`config.mk`:
```
export PLATFORM = sky130hd
export DESIGN_NAME = e2r_cordic_cell
export DESIGN_NICKNAME = d
export VERILOG_FILES = /design/src/hdl/e2r_pkg.sv /design/src/hdl/e2r_cordic_cell.sv
export SDC_FILE = /design/constraint.sdc
export NUM_CORES = 1
export LEC_CHECK = 0
export ABC_AREA = 1
export BUFFER_PORTS_ARGS = -buffer_cell sky130_fd_sc_hd__buf_4
export CAP_MARGIN = 20
export CORE_MARGIN = 10
export CORE_UTILIZATION = 55
export DETAILED_ROUTE_END_ITERATION = 16
export PLACE_DENSITY = 0.86
export SLEW_MARGIN = 40
export SYNTH_ARGS = -nofsm -noshare
export SYNTH_HDL_FRONTEND = slang
export SYNTH_SLANG_ARGS = --single-unit
```
`constraint.sdc`:
```
create_clock -name clk_i -period 3.8 [get_ports clk_i]
set_input_delay 0.38 -clock clk_i [delete_from_list [all_inputs] [get_ports clk_i]]
set_output_delay 0.38 -clock clk_i [all_outputs]
set_load 0.03 [all_outputs]
```
`src/hdl/e2r_pkg.sv`:
```
// ----------------------------------------------------------------------------
// e2r_pkg: shared types and constants
// CORDIC angle table in degrees (Q20) and the fixed-point sizes used by the
// Euler-angle to rotation-matrix pipeline.
// ----------------------------------------------------------------------------
package e2r_pkg;

  localparam int unsigned AngW       = 17;
  localparam int unsigned ElemW      = 16;
  localparam int unsigned VecW       = 32;  // Q30 vector plus guard and sign
  localparam int unsigned ZW         = 28;  // residual angle, Q20 degrees
  localparam int unsigned TrigW      = 16;  // Q14 trig value, range +-16384
  localparam int unsigned TabLen     = 24;
  localparam int unsigned CordicStagesDef = 16;
  localparam int          FullTurn   = 46080;
  localparam int          QuarterTurn = 11520;
  localparam logic signed [VecW-1:0] CordicX0 = 32'sd652032875;

  typedef logic [1:0] quad_t;

  typedef struct packed {
    logic signed [VecW-1:0] x;
    logic signed [VecW-1:0] y;
    logic signed [ZW-1:0]   z;
    quad_t                  q;
  } cordic_lane_t;

  function automatic logic signed [ZW-1:0] atan_q20(input int unsigned idx);
    logic signed [ZW-1:0] t;
    t = '0;
    unique case (idx)
      0:  t = 28'sd47185920;
      1:  t = 28'sd27855475;
      2:  t = 28'sd14718068;
      3:  t = 28'sd7471121;
      4:  t = 28'sd3750058;
      5:  t = 28'sd1876857;
      6:  t = 28'sd938658;
      7:  t = 28'sd469357;
      8:  t = 28'sd234682;
      9:  t = 28'sd117342;
      10: t = 28'sd58671;
      11: t = 28'sd29335;
      12: t = 28'sd14668;
      13: t = 28'sd7334;
      14: t = 28'sd3667;
      15: t = 28'sd1833;
      16: t = 28'sd917;
      17: t = 28'sd458;
      18: t = 28'sd229;
      19: t = 28'sd115;
      20: t = 28'sd57;
      21: t = 28'sd29;
      22: t = 28'sd14;
      23: t = 28'sd7;
      default: t = '0;
    endcase
    return t;
  endfunction

  // round Q30 to Q14 and clamp to +-1.0
  function automatic logic signed [TrigW-1:0] q30_to_q14(input logic signed [VecW-1:0] v);
    logic signed [VecW:0] s;
    logic signed [VecW:0] r;
    s = {v[VecW-1], v} + 33'sd32768;
    r = s >>> 16;
    if (r > 33'sd16384)       return 16'sd16384;
    else if (r < -33'sd16384) return -16'sd16384;
    else                      return r[TrigW-1:0];
  endfunction

  // round Q42 to Q14 and saturate
  function automatic logic signed [ElemW-1:0] q42_to_elem(input logic signed [47:0] v);
    logic signed [47:0] s;
    logic signed [47:0] r;
    s = v + (48'sd1 <<< 27);
    r = s >>> 28;
    if (r > 48'sd16384)       return 16'sd16384;
    else if (r < -48'sd16384) return -16'sd16384;
    else                      return r[ElemW-1:0];
  endfunction

endpackage

```
`src/hdl/e2r_cordic_cell.sv`:
```
// ----------------------------------------------------------------------------
// e2r_cordic_cell: one CORDIC rotation stage
// Rotates the vector by +-atan(2^-IDX), driving the residual angle to zero.
// ----------------------------------------------------------------------------
module e2r_cordic_cell import e2r_pkg::*; #(
  parameter int unsigned IDX = 0
) (
  input  logic         clk_i,
  input  logic         en_i,
  input  cordic_lane_t lane_i,
  output cordic_lane_t lane_o
);

  cordic_lane_t lane_d, lane_q;
  logic signed [VecW-1:0] dx, dy;

  always_comb begin
    dx = lane_i.y >>> IDX;
    dy = lane_i.x >>> IDX;
    lane_d = lane_i;
    if (!lane_i.z[ZW-1]) begin
      lane_d.x = lane_i.x - dx;
      lane_d.y = lane_i.y + dy;
      lane_d.z = lane_i.z - atan_q20(IDX);
    end else begin
      lane_d.x = lane_i.x + dx;
      lane_d.y = lane_i.y - dy;
      lane_d.z = lane_i.z + atan_q20(IDX);
    end
  end

  always_ff @(posedge clk_i) begin
    if (en_i) lane_q <= lane_d;
  end

  assign lane_o = lane_q;

endmodule

```
==> metrics.md, run 1 <==
| Metric | Value |
|---|---|
| Fillers | `1745` |
| Mapped Nets | `roughly 1900` |
| Distinct cells, synth | `35` |
| Max Freq | `454 MHz` |
| Die Wd | `158 um` |
| RSZ-0062 raised after global routing | `no` |
| Post-CTS sizing | `0` |
| Synth Instances | `1667` |
| Final hold vios | `0` |
| CP most frequent cell | `nand2_1` |
| Setup violations, final | `0` |
| Slowest CP cell | `ha_1` |
| Design Area, Final | `12300 um2` |
| Fin crit share | `0.580` |
| Port-buffer cells | `approximately 190` |
| Clock root buffer | `clkbuf_16` |
| ANT cells | `0` |
| Drt pass-1 iters | `6` |
| Sequential Power Share | `0.330` |
| ANT nets after route | `0` |
| Vias | `11085` |
| Die area | `25000 um2` |
| Synthesized area per cell | `6.30 um2` |
| Combinational share of power | `0.443` |
| Worst path cell trace | `buf_4 > inv_1 > ha_1 > nand2_1 > nor2_1 > nand2_1 > nand3_1 > nand2_1 > nand2_2 > nand2_1 > nand2_1 > nand2_1 > nand3_1 > nand2_1` |
| Cell Area, Synth | `10500 um2` |
| TritonCTS Buffers | `9` |
| Post-synthesis sequential area ratio | `0.266` |
| Worst-Margin Slew | `0.772 ns` |
| Clk pin slew, worst setup/hold paths | `0.07 ns` |
| Setup Fix Bufs, Post-CTS | `0` |
| Clock share of power | `0.227` |
| Area grow syn2layout | `16.6%` |
| Data required time at the worst endpoint | `3.92 ns` |
| RD Place Congestion | `roughly 0.97` |
| Grt ovf | `0` |
| Antenna violations before repair | `0` |
| Tmin final | `2.20 ns` |
| CTS max path bufs | `2` |
| Overall Global Routing Usage | `0.269` |
| Max FFs per register | `just over 90` |
| CP endpoint kind | `flop` |
| Global-route wire length before repair | `53200 um` |
| Starting DRC count in detailed routing | `1057` |
| Layout cells sized above 1 | `0.128` |
| Row Count | `50` |
| Drt total wl | `34500 um` |
| Die Ht | `approximately 160 um` |
| Max VDD drop | `just over 0.2 mV` |
| Yosys reg bits | `93` |
| CTS Sinks | `between 90 and 100` |
| Sw Ratio | `0.423` |
| Async SR Flop Fraction | `0` |
| Yosys warnings | `0` |
| Pwr dens | `333 nW/um2` |
| Worst Path Class, Setup | `in -> reg` |
| Setup tns final | `0 ns` |
| MaxCap Viol Count | `0` |
| CTS H-tree lvls | `3` |
| Int Power | `about 2.4 mW` |
| Post-synth EDFFs | `93` |
| Via density per instance | `around 5.4` |
| Startpoint Class | `input port` |
| Leakage | `a little under 7 nW` |
| Status | `finished, final reports clean` |
| Boundary pin count | `190` |
| # DRC | `0` |
| Critical-path maximum fanout | `10` |
| CP max stage delay | `0.51 ns` |
| Final WS setup | `about 1.6 ns` |
| WL/cell | `roughly 17 um` |
| Cts hold-fix bufs | `0` |
| Core Region | `18800 um2` |
| Nets | `2028` |
| Worst path arrival time | `about 2.3 ns` |
| Pre-CTS setup slack | `approximately 1.3 ns` |
| Top FF cell, synth | `edfxtp_1` |
| Max-slew headroom | `0.485` |
| Placed Area | `12000 um2` |
| Pins Over Slew Limit | `0` |
| P_sw | `1.73 mW` |
| Dpl hpwl | `between 20000 and 30000 um` |
| Number of global-route vias before repair | `10533` |
| Initial Utilization | `0.560` |
| Hold Crit Class | `in -> reg` |
| Largest net degree at the start of global routing | `68` |
| Clock tree from TritonCTS | `done` |
cell usage after synthesis, types with 5 or more instances:
| library cell | n | area [um2] |
|---|---|---|
| nand3_1 | 149 | 746 |
| nor3_1 | 6 | 30.0 |
| o21bai_1 | 11 | 82.6 |
| inv_1 | 332 | 1250 |
| nand2_1 | 617 | 2320 |
| nand4_1 | 19 | 119 |
| ha_1 | 100 | 1250 |
| nand2_2 | 10 | 62.6 |
| a21oi_1 | 77 | 385 |
| nor2_2 | 7 | 43.8 |
| o21ai_0 | 36 | 180 |
| xor2_1 | 31 | 272 |
| buf_4 | 22 | 165 |
| buf_2 | 8 | 40.0 |
| nor2_1 | 98 | 368 |
| o21a_1 | 6 | 45.0 |
| clkbuf_1 | 7 | 26.3 |
| edfxtp_1 | 93 | 2790 |
| nand3b_1 | 5 | 37.5 |
routing by layer:
layer	vias up	track usage	wire, um
met3	50	0.0453	3240
met2	521	0.445	15800
li1	5485	-	-
met4	0	0.0754	813
met1	5029	0.353	14700
met5	-	0	0
placed cells by master, fill, tap and decap left out, drive strengths merged, types with 2 or more instances in the layout:
cell type | netlist | layout
a21oi | 77 | 77
a31oi | 4 | 4
and2 | 2 | 2
buf | 33 | 192
clkbuf | 9 | 9
clkinv | 0 | 3
edfxtp | 93 | 93
fa | 4 | 4
ha | 100 | 100
inv | 336 | 339
nand2 | 627 | 627
nand3 | 149 | 149
nand3b | 7 | 7
nand4 | 19 | 19
nor2 | 106 | 106
nor3 | 7 | 7
o21a | 6 | 6
o21ai | 37 | 37
o21bai | 11 | 11
o22ai | 4 | 4
o31ai | 2 | 2
xor2 | 31 | 31
final cells by class:
class	count	area, um2	share of cell area
clock buffers	9	225	0.0184
clock inverters	7	75.1	0.00612
inverters	336	1260	0.103
multi-input cells	1196	6170	0.503
flip-flops and latches	93	2790	0.228
well taps	234	293	0.0239
repair buffers	192	1440	0.118
per-stage QoR:
step | util | hold WS, ns | power, mW | std cells
after floorplan | - | 0.479 | 2.53 | 1667
after global placement | 0.637 | 0.558 | 3.11 | 2051
after detailed placement | 0.637 | 0.560 | 3.15 | 2051
after CTS | 0.653 | 0.191 | 4.06 | 2067
after global routing | 0.653 | 0.186 | 4.31 | 2067
final | 0.653 | 0.196 | 4.08 | 2067
path summary, 6_finish.rpt:
check	from	endpoint	cells after the start
setup / recovery	lane_i[35]	lane_o[92]	14
hold / removal	lane_i[14]	lane_o[14]	1
kinds of logic after synthesis:
logic type | after synthesis | share of synthesized area
AOI/OAI and AO/OA | 142 | 0.0733
xor gates and xnor gates | 31 | 0.0258
buffers and inverters | 378 | 0.147
adders and majority gates | 104 | 0.127
DFF | 93 | 0.266
and+or+nand+nor | 919 | 0.361
worst max-delay path, delay by kind of cell:
kind	cells	cell delay [ns]
simple gates	11	1.29
fa+ha+maj	1	0.51
buf+inv	2	0.14
power groups by stage:
stage / logic, mW / registers [mW] / clock network (mW)
2_1_floorplan: 0.907 / 1.63 / 0
3_3_place_gp: 1.75 / 1.36 / 0
3_5_place_dp: 1.78 / 1.37 / 0
4_1_cts: 1.78 / 1.35 / 0.933
5_1_grt: 1.97 / 1.36 / 0.973
6_report: 1.81 / 1.35 / 0.925
Note: power is estimated with default switching activity, not from simulation.
==> inputs of run 2 (changes only) <==
CORE_UTILIZATION = 53   (was 55)
clock period = 1.96 ns   (was 3.8 ns; I/O delays follow)
==> metrics.md, run 2 (synthesized netlist as in run 1, its figures left out) <==
| Metric | Value |
|---|---|
| Overall Global Routing Usage | `0.278 (+0.00903)` |
| Critical-path maximum fanout | `7 (-3)` |
| Boundary pin count | `190 (unchanged)` |
| Placed cells | `2268 (+11%)` |
| TritonCTS Buffers | `9 (unchanged)` |
| MaxCap Viol Count | `0 (unchanged)` |
| CTS Sinks | `93 (unchanged)` |
| Slowest CP cell | `ha_2` |
| RD Place Congestion | `0.959 (-1.0%)` |
| Starting DRC count in detailed routing | `1051 (-0.57%)` |
| Clk pin slew, worst setup/hold paths | `0.08 ns (about the same)` |
| Number of global-route vias before repair | `11340 (+7.7%)` |
| Setup violations, final | `0 (unchanged)` |
| Total power | `8.52 mW (+110%)` |
| Largest net degree at the start of global routing | `64 (-5.9%)` |
| Final WS setup | `0.0779 ns (-1.52 ns)` |
| Final hold vios | `0 (unchanged)` |
| Most common cell after layout, fill and taps aside | `nand2_1` |
| ANT cells | `0 (unchanged)` |
| Pins Over Slew Limit | `0 (unchanged)` |
| Via density per instance | `5.13 (-4.3%)` |
| CTS H-tree lvls | `3 (unchanged)` |
| Max FFs per register | `93 (unchanged)` |
| Global-route wire length before repair | `58300 um (+9.6%)` |
| Die area | `25900 um2 (+3.3%)` |
| Final cell count without fillers | `2289 (+11%)` |
| CP most frequent cell | `nand2_1` |
| Row Count | `51 (+2.0%)` |
| WL/cell | `16.1 um (-3.9%)` |
| Clock tree from TritonCTS | `done` |
| Clock share of power | `0.220 (-0.007)` |
| Worst-Margin Slew | `0.602 ns (-0.170 ns)` |
| Leakage | `7.86 nW (+13%)` |
| Dpl hpwl | `31000 um (+7.2%)` |
| Worst Path Class, Setup | `in -> reg` |
| Hold_sp | `lane_i[21]` |
| Max Freq | `531 MHz` |
| Die Wd | `161 um (+1.6%)` |
| Int Power | `4.99 mW (+110%)` |
| Port-buffer cells | `189 (unchanged)` |
| CTS max path bufs | `2 (unchanged)` |
| WHS Endpoint | `lane_o[21]` |
| Drt total wl | `36700 um (+6.4%)` |
| Nets | `2219 (+9.4%)` |
| Tmin final | `1.88 ns` |
| Vias | `11742 (+5.9%)` |
| Pre-CTS setup slack | `-0.343 ns (-1.62 ns)` |
| Data required time at the worst endpoint | `2.08 ns (-1.84 ns)` |
| Layout cells sized above 1 | `0.226 (+0.0976)` |
| Hold path cells | `1 (unchanged)` |
| CP max stage delay | `0.42 ns (-0.09 ns)` |
| Area grow syn2layout | `32.4%` |
| Max-slew headroom | `0.595 (+0.109)` |
| Worst setup path start | `lane_i[80]` |
| Worst path arrival time | `2.00 ns (-0.32 ns)` |
| # DRC | `0 (unchanged)` |
| Hold Crit Class | `in -> reg` |
| Status | `finished, final reports clean` |
| Sequential Power Share | `0.306 (-0.024)` |
| Post-Route Utilization | `0.715 (+0.0617)` |
| Combinational share of power | `0.474 (+0.031)` |
| Grt ovf | `0 (unchanged)` |
| Initial Utilization | `0.540 (-0.0200)` |
| Fin crit share | `0.960` |
| Sw Ratio | `0.415 (-0.00848)` |
| CP endpoint kind | `flop` |
| Antenna violations before repair | `0 (unchanged)` |
| Max VDD drop | `0.530 mV (+160%)` |
| Core Region | `19500 um2 (+3.7%)` |
| RSZ-0062 raised after global routing | `no` |
| Worst path cell trace | `buf_4 > ha_2 > inv_1 > a21oi_1 > nand2_1 > nand2_1 > nand2_1 > a21oi_1 > nand3_1 > nand3_1 > nand2_1` |
| P_sw | `3.53 mW (+100%)` |
| ANT nets after route | `0 (unchanged)` |
| Die Ht | `161 um (+1.6%)` |
| Pwr dens | `613 nW/um2 (+84%)` |
| Drt pass-1 iters | `5 (-1)` |
| Commonest non-fill, non-tap cells in the layout | `nand2_1 (611), buf_4 (376), inv_1 (329), nand3_1 (148), nor2_1 (94)` |
| Startpoint Class | `input port` |
| Clock root buffer | `clkbuf_16` |
run 2: power groups by stage:
stage                     Combinational, mW  Clock, mW  Sequential, mW
after floorplan                        1.76          0            3.15
after global placement                 3.83          0            2.64
after detailed placement               3.91          0            2.65
after CTS                              3.93       1.89            2.61
after global routing                   4.40       1.98            2.63
final                                  4.04       1.88            2.61
run 2: worst max-delay path: cells and delay by family:
family | cells | cell delay (ns)
AND/OR/NAND/NOR | 6 | 0.64
adder cells (fa/ha/maj) | 1 | 0.42
AO/OA/AOI/OAI | 2 | 0.52
buffers and inverters | 2 | 0.21
run 2: worst max path at each step:
stage | end | cells past startpoint
after global routing | lane_o[91] | 14
after CTS | lane_o[81] | 14
after detailed placement | lane_o[81] | 14
final | lane_o[61] | 11
after global placement | lane_o[78] | 13
after floorplan | lane_o[28] | 10
run 2: what timing repair did:
item / CTS / global route
gates resized for setup: 0 / 39
hold buffers: 0 / 4
setup buffers: 0 / 1
setup endpoints to repair: 0 / 44
endpoints found under the hold margin: 0 / 4
run 2: stage by stage:
step	cell area, um2	hold WS [ns]	TNS [ns]
5_1_grt	13900	0.0000860	0
4_1_cts	13700	0.00174	0
2_1_floorplan	10500	0.295	0
3_5_place_dp	13400	0.375	-12.54
3_3_place_gp	13400	0.375	-10.97
6_report	13900	0.00707	0
run 2: metal layers:
layer	vias up	GRT usage	part of all wire
li1	5846	-	-
met4	0	0.0831	0.024
met5	-	0	0
met3	57	0.0245	0.072
met1	5328	0.385	0.45
met2	511	0.451	0.45
run 2: area by class of cell:
class	instances	area, um2
repair buffers	383	2920
flip-flops and latches	93	2790
multi-input cells	1196	6290
clock inverters	7	86.3
well taps	265	332
clock buffers	9	225
fillers	1687	5550
inverters	336	1260
