File: config.mk
export PLATFORM = sky130hd
export DESIGN_NAME = e2r_range_cell
export DESIGN_NICKNAME = d
export VERILOG_FILES = /design/src/hdl/e2r_pkg.sv /design/src/hdl/e2r_range_cell.sv
export SDC_FILE = /design/constraint.sdc
export NUM_CORES = 1
export LEC_CHECK = 0
export BUFFER_PORTS_ARGS = -buffer_cell sky130_fd_sc_hd__buf_4
export CAP_MARGIN = 20
export CORE_MARGIN = 3
export CORE_UTILIZATION = 30
export CTS_BUF_LIST = sky130_fd_sc_hd__clkbuf_8 sky130_fd_sc_hd__clkbuf_16
export CTS_CLUSTER_SIZE = 10
export DETAILED_ROUTE_END_ITERATION = 6
export GPL_TIMING_DRIVEN = 0
export HOLD_SLACK_MARGIN = 0.03
export PLACE_DENSITY = 0.62
export SYNTH_ARGS = -nofsm -noshare
export SYNTH_HDL_FRONTEND = slang
export SYNTH_SLANG_ARGS = --single-unit
File: constraint.sdc
create_clock -name clk_i -period 4.9 [get_ports clk_i]
set_clock_uncertainty 0.1 [all_clocks]
set_input_delay 0.245 -clock clk_i [delete_from_list [all_inputs] [get_ports clk_i]]
set_output_delay 0.245 -clock clk_i [all_outputs]
set_load 0.01 [all_outputs]
File: src/hdl/e2r_pkg.sv
// ----------------------------------------------------------------------------
// e2r_pkg: shared types and constants
// CORDIC angle table in degrees (Q20) and the fixed-point sizes used by the
// Euler-angle to rotation-matrix pipeline.
// ----------------------------------------------------------------------------
package e2r_pkg;

  localparam int unsigned AngW       = 17;
  localparam int unsigned ElemW      = 16;
  localparam int unsigned VecW       = 32;  // Q30 vector plus guard and sign
  localparam int unsigned ZW         = 28;  // residual angle, Q20 degrees
  localparam int unsigned TrigW      = 16;  // Q14 trig value, range +-16384
  localparam int unsigned TabLen     = 24;
  localparam int unsigned CordicStagesDef = 16;
  localparam int          FullTurn   = 46080;
  localparam int          QuarterTurn = 11520;
  localparam logic signed [VecW-1:0] CordicX0 = 32'sd652032875;

  typedef logic [1:0] quad_t;

  typedef struct packed {
    logic signed [VecW-1:0] x;
    logic signed [VecW-1:0] y;
    logic signed [ZW-1:0]   z;
    quad_t                  q;
  } cordic_lane_t;

  function automatic logic signed [ZW-1:0] atan_q20(input int unsigned idx);
    logic signed [ZW-1:0] t;
    t = '0;
    unique case (idx)
      0:  t = 28'sd47185920;
      1:  t = 28'sd27855475;
      2:  t = 28'sd14718068;
      3:  t = 28'sd7471121;
      4:  t = 28'sd3750058;
      5:  t = 28'sd1876857;
      6:  t = 28'sd938658;
      7:  t = 28'sd469357;
      8:  t = 28'sd234682;
      9:  t = 28'sd117342;
      10: t = 28'sd58671;
      11: t = 28'sd29335;
      12: t = 28'sd14668;
      13: t = 28'sd7334;
      14: t = 28'sd3667;
      15: t = 28'sd1833;
      16: t = 28'sd917;
      17: t = 28'sd458;
      18: t = 28'sd229;
      19: t = 28'sd115;
      20: t = 28'sd57;
      21: t = 28'sd29;
      22: t = 28'sd14;
      23: t = 28'sd7;
      default: t = '0;
    endcase
    return t;
  endfunction

  // round Q30 to Q14 and clamp to +-1.0
  function automatic logic signed [TrigW-1:0] q30_to_q14(input logic signed [VecW-1:0] v);
    logic signed [VecW:0] s;
    logic signed [VecW:0] r;
    s = {v[VecW-1], v} + 33'sd32768;
    r = s >>> 16;
    if (r > 33'sd16384)       return 16'sd16384;
    else if (r < -33'sd16384) return -16'sd16384;
    else                      return r[TrigW-1:0];
  endfunction

  // round Q42 to Q14 and saturate
  function automatic logic signed [ElemW-1:0] q42_to_elem(input logic signed [47:0] v);
    logic signed [47:0] s;
    logic signed [47:0] r;
    s = v + (48'sd1 <<< 27);
    r = s >>> 28;
    if (r > 48'sd16384)       return 16'sd16384;
    else if (r < -48'sd16384) return -16'sd16384;
    else                      return r[ElemW-1:0];
  endfunction

endpackage

File: src/hdl/e2r_range_cell.sv
// ----------------------------------------------------------------------------
// e2r_range_cell: angle range reduction
// Wraps an angle to [0, 360) degrees and splits it into a quadrant and a
// CORDIC start vector; registered.
// ----------------------------------------------------------------------------
module e2r_range_cell import e2r_pkg::*; (
  input  logic                   clk_i,
  input  logic                   en_i,
  input  logic signed [AngW-1:0] ang_i,
  output cordic_lane_t           lane_o
);

  logic [AngW:0] r0, r1, r2;
  logic [AngW:0] rem;
  quad_t         q;
  cordic_lane_t  lane_d, lane_q;

  always_comb begin
    // -65536..65535 -> [0, 46080): at most two turns to add or remove
    r0 = ang_i[AngW-1] ? 18'($signed({ang_i[AngW-1], ang_i}) + 18'sd92160)
                       : {1'b0, ang_i};
    r1 = (r0 >= 18'(FullTurn)) ? 18'(r0 - 18'(FullTurn)) : r0;
    r2 = (r1 >= 18'(FullTurn)) ? 18'(r1 - 18'(FullTurn)) : r1;
    priority if (r2 >= 18'(3*QuarterTurn)) begin
      q = 2'd3; rem = 18'(r2 - 18'(3*QuarterTurn));
    end else if (r2 >= 18'(2*QuarterTurn)) begin
      q = 2'd2; rem = 18'(r2 - 18'(2*QuarterTurn));
    end else if (r2 >= 18'(QuarterTurn)) begin
      q = 2'd1; rem = 18'(r2 - 18'(QuarterTurn));
    end else begin
      q = 2'd0; rem = r2;
    end
    lane_d.x = CordicX0;
    lane_d.y = '0;
    lane_d.z = $signed({rem[14:0], 13'd0});
    lane_d.q = q;
  end

  always_ff @(posedge clk_i) begin
    if (en_i) lane_q <= lane_d;
  end

  assign lane_o = lane_q;

endmodule

==> results of run 1 <==
-- metal layers --
| metal | vias to the layer above | GRT usage [%] | share of wire [%] |
|---|---|---|---|
| met1 | 1139 | 16.5 | 45 |
| met4 | 0 | 2.32 | 0.50 |
| li1 | 1310 | - | - |
| met3 | 3 | 1.16 | 6.6 |
| met5 | - | 0 | 0 |
| met2 | 102 | 22.0 | 48 |
-- area by class of cell --
class                           instances  area, sq um
Timing Repair Buffer                   34          255
Tap cell                              108          135
Inverter                                7         26.3
Fill cell                             899         5320
Clock inverter                          1         7.51
Buffer                                 83          617
Sequential cell                        17          510
Multi-Input combinational cell        296         1930
Clock buffer                            3         41.3
-- power by group through the flow --
stage               Combinational (mW)  Sequential [mW]  Clock (mW)
floorplan                        0.406            0.236           0
global placement                 0.557            0.217           0
detailed placement               0.563            0.219           0
CTS                              0.568            0.216       0.112
global route                     0.645            0.217       0.115
finish                           0.583            0.214       0.109
-- placed cells by master (no fill, tap or decap), types with 3 or more instances in the layout --
cell,count
a211oi_1,6
ha_1,10
conb_1,77
o21ai_1,7
xnor2_1,3
nand4_1,4
nand2_1,21
inv_1,7
nor3_1,7
nor4_1,4
o31ai_1,3
edfxtp_1,17
o211ai_1,6
o311ai_0,3
a21oi_1,10
nand3_1,9
clkbuf_8,3
a31oi_1,5
nand2b_1,4
xor2_1,3
a21o_1,4
nor2_2,3
buf_4,113
or2_1,3
o21ai_0,9
o22ai_1,3
and2_1,7
nor2_1,19
mux2i_1,4
-- cells by family (layout without fill, tap and decap cells) --
group / Yosys count / in the layout
flip-flops: 17 / 17
XOR/XNOR: 9 / 9
AND/OR/NAND/NOR: 98 / 98
multiplexers: 7 / 7
AO/OA/AOI/OAI: 95 / 95
other: 2 / 77
adder cells (fa/ha/maj): 10 / 10
buffers and inverters: 90 / 128
-- through the flow --
| step | hold WS, ps | utilization (%) | setup TNS, ps |
|---|---|---|---|
| global route | 65.9 | 39.8 | 0 |
| detailed placement | 337 | 38.9 | -455 |
| finish | 70.1 | 39.8 | 0 |
| CTS | 66.3 | 39.6 | 0 |
| floorplan | 244 | - | 0 |
| global placement | 335 | 38.9 | -354 |
-- final timing paths --
kind                       from  cells past startpoint         end  slack, ps
worst max-delay path  ang_i[16]                     20  lane_o[28]        460
worst min-delay path   ang_i[2]                      1  lane_o[17]         70
-- critical path: stages --
cell	delay, ps
buf_4	130
buf_4	170
xor2_1	270
inv_1	150
ha_1	310
nor4bb_2	360
a21oi_1	180
o311ai_2	330
a211oi_2	170
nor2_2	280
o21ai_1	200
nor2_4	200
xnor2_2	130
xnor2_4	200
ha_1	240
a21o_1	190
nand2b_1	70
a21boi_1	80
o221a_1	270
a311oi_1	240
-- what timing repair did --
item,CTS,global route
setup buffers,0,0
gates cloned,0,0
gates resized for setup,1,4
endpoints found under the setup margin,1,4
==> results.json, run 1 <==
{
  "outcome": "complete, no violations",
  "worstPathMaxFanout": 10,
  "final.min_clock_period_ps": 4440,
  "cts_root_buffer": "clkbuf_8",
  "wirelength_um": 6640,
  "ys.flop_type": "edfxtp_1",
  "internal-power_mw": 0.517,
  "yosysWarnings": 0,
  "gp_congestion": 0.892,
  "synth_compound_area_share_pct": 27.8,
  "synthArstFlopShare_pct": 0,
  "htree_levels": 1,
  "vias": 2554,
  "first_pass_iters": 4,
  "p_sw_mw": 0.388,
  "numClockSinks": 17,
  "hold_buffers": 0,
  "synth.distinct_cells": 78,
  "synth_cells": 328,
  "dp_slack_ps": -254,
  "synth.ff_latch_count": 17,
  "start_util_pct": 31.3,
  "synth_area_sq_mm": 0.00277,
  "worstMarginPinSlew_ps": 645,
  "synth.avg_cell_area_sq_um": 8.45,
  "io_buffers": 34,
  "critPathLaunchType": "primary input",
  "grt_use_total_pct": 12.4,
  "vdd_drop_max_mv": 0.104,
  "p_leak_nw": 1.61,
  "chipWidth_um": 102,
  "p_sw_share_pct": 42.9,
  "finalInstanceArea_sq_mm": 0.00353,
  "synthXorXnorAreaFrac_pct": 3.38,
  "slew_violations": 0,
  "period_share_pct": 90.6,
  "finalNonFillerCells": 549,
  "ys_seq_area_share_pct": 18.4,
  "largest_register_ffs": 17,
  "slew_headroom_pct": 56.3,
  "numCtsBuffers": 3,
  "p_total_mw": 0.906,
  "worstPathRequired_ps": 4880,
  "syn_to_final_growth_pct": 27.2,
  "clkSlewWorstSetupHoldPaths_ps": 70,
  "hold_violations": 0,
  "p_seq_share_pct": 23.7,
  "dpl.hpwl_um": 5560,
  "drive_gt1_share_pct": 34.5,
  "synthMuxAreaShare_pct": 2.80,
  "p_clk_share_pct": 12.0,
  "worst-setup-path-type": "in2reg",
  "clk_path_buf_depth": 2,
  "antenna_found_initial": 0,
  "combinationalPowerShare_pct": 64.3,
  "grt-ovfl-total": 0,
  "grt_max_degree": 18,
  "nNetsFinal": 471,
  "pin_count": 113,
  "die_y_um": 102,
  "dr.first_iter.drc_count": 89,
  "grt_pass1_vias": 2374,
  "worstPathArrival_ps": 4420,
  "setup_viol": 0,
  "core_area_sq_mm": 0.00885,
  "synth_top_cell_area_share_pct": 21.4,
  "wl_per_cell_um": 12.1,
  "clock.fmax_mhz": 225,
  "num_antenna_cells": 0,
  "rsz0062_at_grt": "no",
  "setup_ws_ps": 459,
  "drcViolationCount": 0,
  "cts_tree": "yes",
  "dpl_cell_area_sq_mm": 0.00344,
  "synth_top_family_by_area": "compound AO/OA/AOI/OAI gates",
  "yosys.area.top_type": "buf_4",
  "synth_most_common_cell": "buf_4",
  "die_area_sq_mm": 0.0104,
  "vias_per_cell": 4.65,
  "yosys.area_share.simple_pct": 19.6,
  "synth_adder_area_share_pct": 4.51,
  "endpoint_kind": "flop",
  "synthTopCellsByCount": "buf_4 (79), nand2_1 (21), nor2_1 (20)",
  "rows": 34,
  "maxCapViolCount": 0,
  "ant_nets": 0,
  "synth_edf_count": 17,
  "dp.cells": 545,
  "grt_pass1_wl_um": 10900,
  "p_per_area_mw_per_mm2": 257,
  "synth_area_leaders": "buf_4 (21%), edfxtp_1 (18%), ha_1 (4.5%)",
  "hold_class": "in2reg"
}
(Power assumes the default switching activity.)
==> run 2: changes to the inputs <==
--- a/config.mk
+++ b/config.mk
@@ -8,3 +8,2 @@
 export BUFFER_PORTS_ARGS = -buffer_cell sky130_fd_sc_hd__buf_4
-export CAP_MARGIN = 20
 export CORE_MARGIN = 3
==> constraint.sdc (replaced) <==
create_clock -name clk_i -period 5.3 [get_ports clk_i]
set_clock_uncertainty 0.1 [all_clocks]
set_input_delay 0.265 -clock clk_i [delete_from_list [all_inputs] [get_ports clk_i]]
set_output_delay 0.265 -clock clk_i [all_outputs]
set_load 0.02 [all_outputs]
==> results.json, run 2 (synthesis gave the netlist of run 1 again) <==
{
  "antenna_found_initial": 0,
  "syn_to_final_growth_pct": 26.3,
  "vdd_drop_max_mv": 0.103,
  "maxCapViolCount": 0,
  "dpl.hpwl_um": 5560,
  "nNetsFinal": 471,
  "grt_max_degree": 18,
  "worstPathArrival_ps": 4680,
  "clkSlewWorstSetupHoldPaths_ps": 70,
  "setup_viol": 0,
  "worst-setup-path-type": "in2reg",
  "fin_tns_setup_ps": 0,
  "endpoint_kind": "flop",
  "grt_use_total_pct": 12.4,
  "finalNonFillerCells": 549,
  "numCtsBuffers": 3,
  "p_leak_nw": 1.60,
  "rsz0062_at_grt": "no",
  "start_util_pct": 31.3,
  "gp_congestion": 0.892,
  "wl_per_cell_um": 12.1,
  "die_y_um": 102,
  "use_met2_pct": 21.9,
  "mostFrequentLayoutCells": "buf_4 (113), conb_1 (77), nand2_1 (21)",
  "grt_pass1_vias": 2375,
  "pin_count": 113,
  "final_common_cell": "buf_4",
  "num_antenna_cells": 0,
  "met1_usage_pct": 16.5,
  "die_area_sq_mm": 0.0104,
  "dpl_cell_area_sq_mm": 0.00344,
  "cts_tree": "yes",
  "slew_headroom_pct": 54.7,
  "vias_per_cell": 4.67,
  "largest_register_ffs": 17,
  "cts_root_buffer": "clkbuf_8",
  "clock.fmax_mhz": 209,
  "use_met3_pct": 1.16,
  "drive_gt1_share_pct": 34.0,
  "worstPathRequired_ps": 5190,
  "core_area_sq_mm": 0.00885,
  "multi_input_area_sq_mm": 0.00191,
  "worstMarginPinSlew_ps": 679,
  "final.min_clock_period_ps": 4790,
  "clk_path_buf_depth": 2,
  "numClockSinks": 17,
  "htree_levels": 1,
  "outcome": "complete, no violations",
  "first_pass_iters": 5,
  "seq_area_sq_um": 510,
  "critPathLaunchType": "primary input",
  "vias": 2563,
  "worstPathMaxFanout": 10,
  "io_buffers": 34,
  "rows": 34,
  "ant_nets": 0,
  "chipWidth_um": 102,
  "hold_buffers": 0,
  "hold_class": "in2reg",
  "period_share_pct": 90.4,
  "fill_cells": 903,
  "wirelength_um": 6620,
  "drcViolationCount": 0,
  "p_per_area_mw_per_mm2": 251,
  "grt_pass1_wl_um": 10900,
  "dp_slack_ps": 126,
  "slew_violations": 0,
  "hold_violations": 0,
  "dp.cells": 545,
  "grt-busiest-layer": "met2",
  "grt-ovfl-total": 0,
  "setup_ws_ps": 510,
  "dr.first_iter.drc_count": 100,
  "finalInstanceArea_sq_mm": 0.00350,
  "p_total_mw": 0.879
}
==> run 2: cell count changes in the layout (fill, tap and decap cells not counted) <==
cell and change:
nor2_1 +1, nor2_4 -1, nor4bb_1 +1, nor4bb_2 -1, xnor2_2 +1, xnor2_4 -1
==> run 2: layer usage <==
| metal | wire length [um] | vias up | part of all wire, % |
|---|---|---|---|
| met2 | 3160 | 107 | 48 |
| li1 | - | 1305 | - |
| met5 | 0 | - | 0 |
| met4 | 33 | 0 | 0.50 |
| met3 | 487 | 3 | 7.4 |
| met1 | 2940 | 1148 | 44 |
==> run 2: final timing paths <==
| kind | from | to | slack [ps] | cells past startpoint |
|---|---|---|---|---|
| worst max-delay path | ang_i[16] | lane_o[28] | 510 | 20 |
| worst min-delay path | ang_i[2] | lane_o[17] | 90 | 1 |
==> run 2: cell type report <==
cell class	instances	share of cell area (%)
clock buffer	3	1.18
timing repair buffer	34	7.29
clock inverter	1	0.214
buffer	83	17.6
inverter	7	0.751
sequential	17	14.6
multi-input combinational	296	54.5
tap	108	3.86
==> run 2: worst max-delay path: stages <==
cell and delay (ps):
buf_4 130, buf_4 170, xor2_1 270, inv_1 150, ha_1 300, nor4bb_1 390
a21oi_1 190, o311ai_2 330, a211oi_2 160, nor2_1 390, o21ai_1 210, nor2_2 300
xnor2_2 120, xnor2_2 350, ha_1 270, a21o_1 140, nand2b_1 60, a21boi_1 200
o221a_1 220, a311oi_1 50
==> run 2: per-stage QoR <==
stage | utilization, % | hold slack (ps)
after floorplan | - | 264
after global placement | 38.9 | 355
after detailed placement | 38.9 | 357
after CTS | 39.5 | 86.3
after global routing | 39.6 | 85.9
final | 39.6 | 89.1
==> run 2: repair_timing <==
item,in CTS,in global routing
gates resized for setup,0,1
setup buffers,0,0
endpoints found under the setup margin,0,2
==> run 2: power breakdown <==
part / switching [mW] / internal, mW
Combinational: 0.346 / 0.233
Clock: 0.0478 / 0.0530
Sequential: 0.00765 / 0.191
==> run 3: changes to the inputs <==
Settings changed: REMOVE_ABC_BUFFERS set to 1.
==> results.json, run 3 (synthesis gave the netlist of run 1 again) <==
{
  "outcome": "complete, no violations",
  "p_total_mw": 0.823,
  "mostFrequentLayoutCells": "conb_1 (77), buf_4 (35), nand2_1 (21)",
  "gp_congestion": 0.957,
  "fin_tns_setup_ps": 0,
  "vdd_drop_max_mv": 0.103,
  "syn_to_final_growth_pct": 4.15,
  "numClockSinks": 17,
  "pin_count": 113,
  "p_per_area_mw_per_mm2": 285,
  "setup_ws_ps": 624,
  "vias": 2373,
  "endpoint_kind": "flop",
  "grt_max_degree": 18,
  "cts_tree": "yes",
  "hold_end": "lane_o[17]",
  "worstPathMaxFanout": 14,
  "critPathLaunchType": "primary input",
  "grt_pass1_vias": 2135,
  "slew_headroom_pct": 36.8,
  "period_share_pct": 88.2,
  "hold_depth": 1,
  "hp-start": "ang_i[2]",
  "cts_root_buffer": "clkbuf_8",
  "grt_pass1_wl_um": 9980,
  "rsz0062_at_grt": "no",
  "largest_register_ffs": 17,
  "hold_slack_ps": 103,
  "dpl_cell_area_sq_mm": 0.00284,
  "die_area_sq_mm": 0.0104,
  "hold_class": "in2reg",
  "p_sw_mw": 0.390,
  "clkSlewWorstSetupHoldPaths_ps": 60,
  "setup_viol": 0,
  "p_clk_share_pct": 11.2,
  "dpl.hpwl_um": 5210,
  "rows": 34,
  "worstPathRequired_ps": 5180,
  "worstMarginPinSlew_ps": 936,
  "clock.fmax_mhz": 214,
  "die_y_um": 102,
  "maxCapViolCount": 0,
  "clk_path_buf_depth": 2,
  "wl_per_cell_um": 13.5,
  "dp_slack_ps": 161,
  "vias_per_cell": 5.08,
  "worstPathArrival_ps": 4560,
  "p_leak_nw": 1.20,
  "combinationalPowerShare_pct": 64.7,
  "p_sw_share_pct": 47.3,
  "slew_violations": 0,
  "ant_nets": 0,
  "io_buffers": 35,
  "finalInstanceArea_sq_mm": 0.00289,
  "finalNonFillerCells": 467,
  "p_seq_share_pct": 24.1,
  "numCtsBuffers": 3,
  "internal-power_mw": 0.433,
  "dr.first_iter.drc_count": 153,
  "final_common_cell": "conb_1",
  "worst-setup-path-type": "in2reg",
  "first_pass_iters": 4,
  "grt-ovfl-total": 0,
  "hold_violations": 0,
  "antenna_found_initial": 0,
  "drcViolationCount": 0,
  "nNetsFinal": 389,
  "num_antenna_cells": 0,
  "wirelength_um": 6300,
  "fill_cells": 939,
  "htree_levels": 1,
  "dp.cells": 463,
  "chipWidth_um": 102,
  "final.min_clock_period_ps": 4680,
  "grt_use_total_pct": 11.4,
  "core_area_sq_mm": 0.00885,
  "final_util_pct": 32.6,
  "start_util_pct": 31.3,
  "drive_gt1_share_pct": 19.2,
  "cts_setup_buffers": 0
}
## run 3: cell count changes in the layout (fill, tap and decap cells not counted), sizes merged
cell      delta
clkbuf       -2
buf         -80
inv          +1
clkinvlp     -1
## run 3: layout make-up
type	instances	area, sq um	area share, %
Clock inverter	1	3.75	0.130
Multi-Input combinational cell	296	1910	66.1
Clock buffer	3	41.3	1.43
Sequential cell	17	510	17.7
Inverter	7	26.3	0.910
Timing Repair Buffer	35	263	9.10
Tap cell	108	135	4.68
## run 3: how the worst max path moves through the flow
stage	from	end	depth (start not counted)
after floorplan	ang_i[16]	lane_o[28]	18
after global placement	ang_i[16]	lane_o[28]	19
after detailed placement	ang_i[16]	lane_o[28]	19
after CTS	ang_i[16]	lane_o[28]	19
after global routing	ang_i[16]	lane_o[28]	19
final	ang_i[16]	lane_o[28]	19
## run 3: worst max-delay path, cell delays in order
cell,delay (ps)
buf_4,180
xor2_1,250
inv_1,150
ha_1,310
nor4bb_1,370
a21oi_1,180
o311ai_2,350
a211oi_2,170
nor2_1,370
o21ai_1,190
nor2_2,280
xnor2_2,120
xnor2_2,400
ha_1,280
a21o_1,130
nand2b_1,60
a21boi_1,220
o221a_1,220
a311oi_1,50
## run 3: repair_timing
item | CTS | global route
endpoints found under the setup margin | 0 | 1
hold buffers | 0 | 0
gates resized for setup | 0 | 1
## run 3: power by group through the flow
stage               registers, mW  logic [mW]  clock network, mW
floorplan                   0.241       0.348                  0
global placement            0.201       0.513                  0
detailed placement          0.202       0.523                  0
CTS                         0.199       0.524             0.0958
global route                0.201       0.585             0.0992
finish                      0.198       0.532             0.0924
## run 3: metal layers
metal	up-vias	global-route usage, %	wire length, um
met4	0	2.22	55
li1	1139	-	-
met5	-	0	0
met1	1105	15.2	2750
met3	8	1.16	589
met2	121	20.0	2900
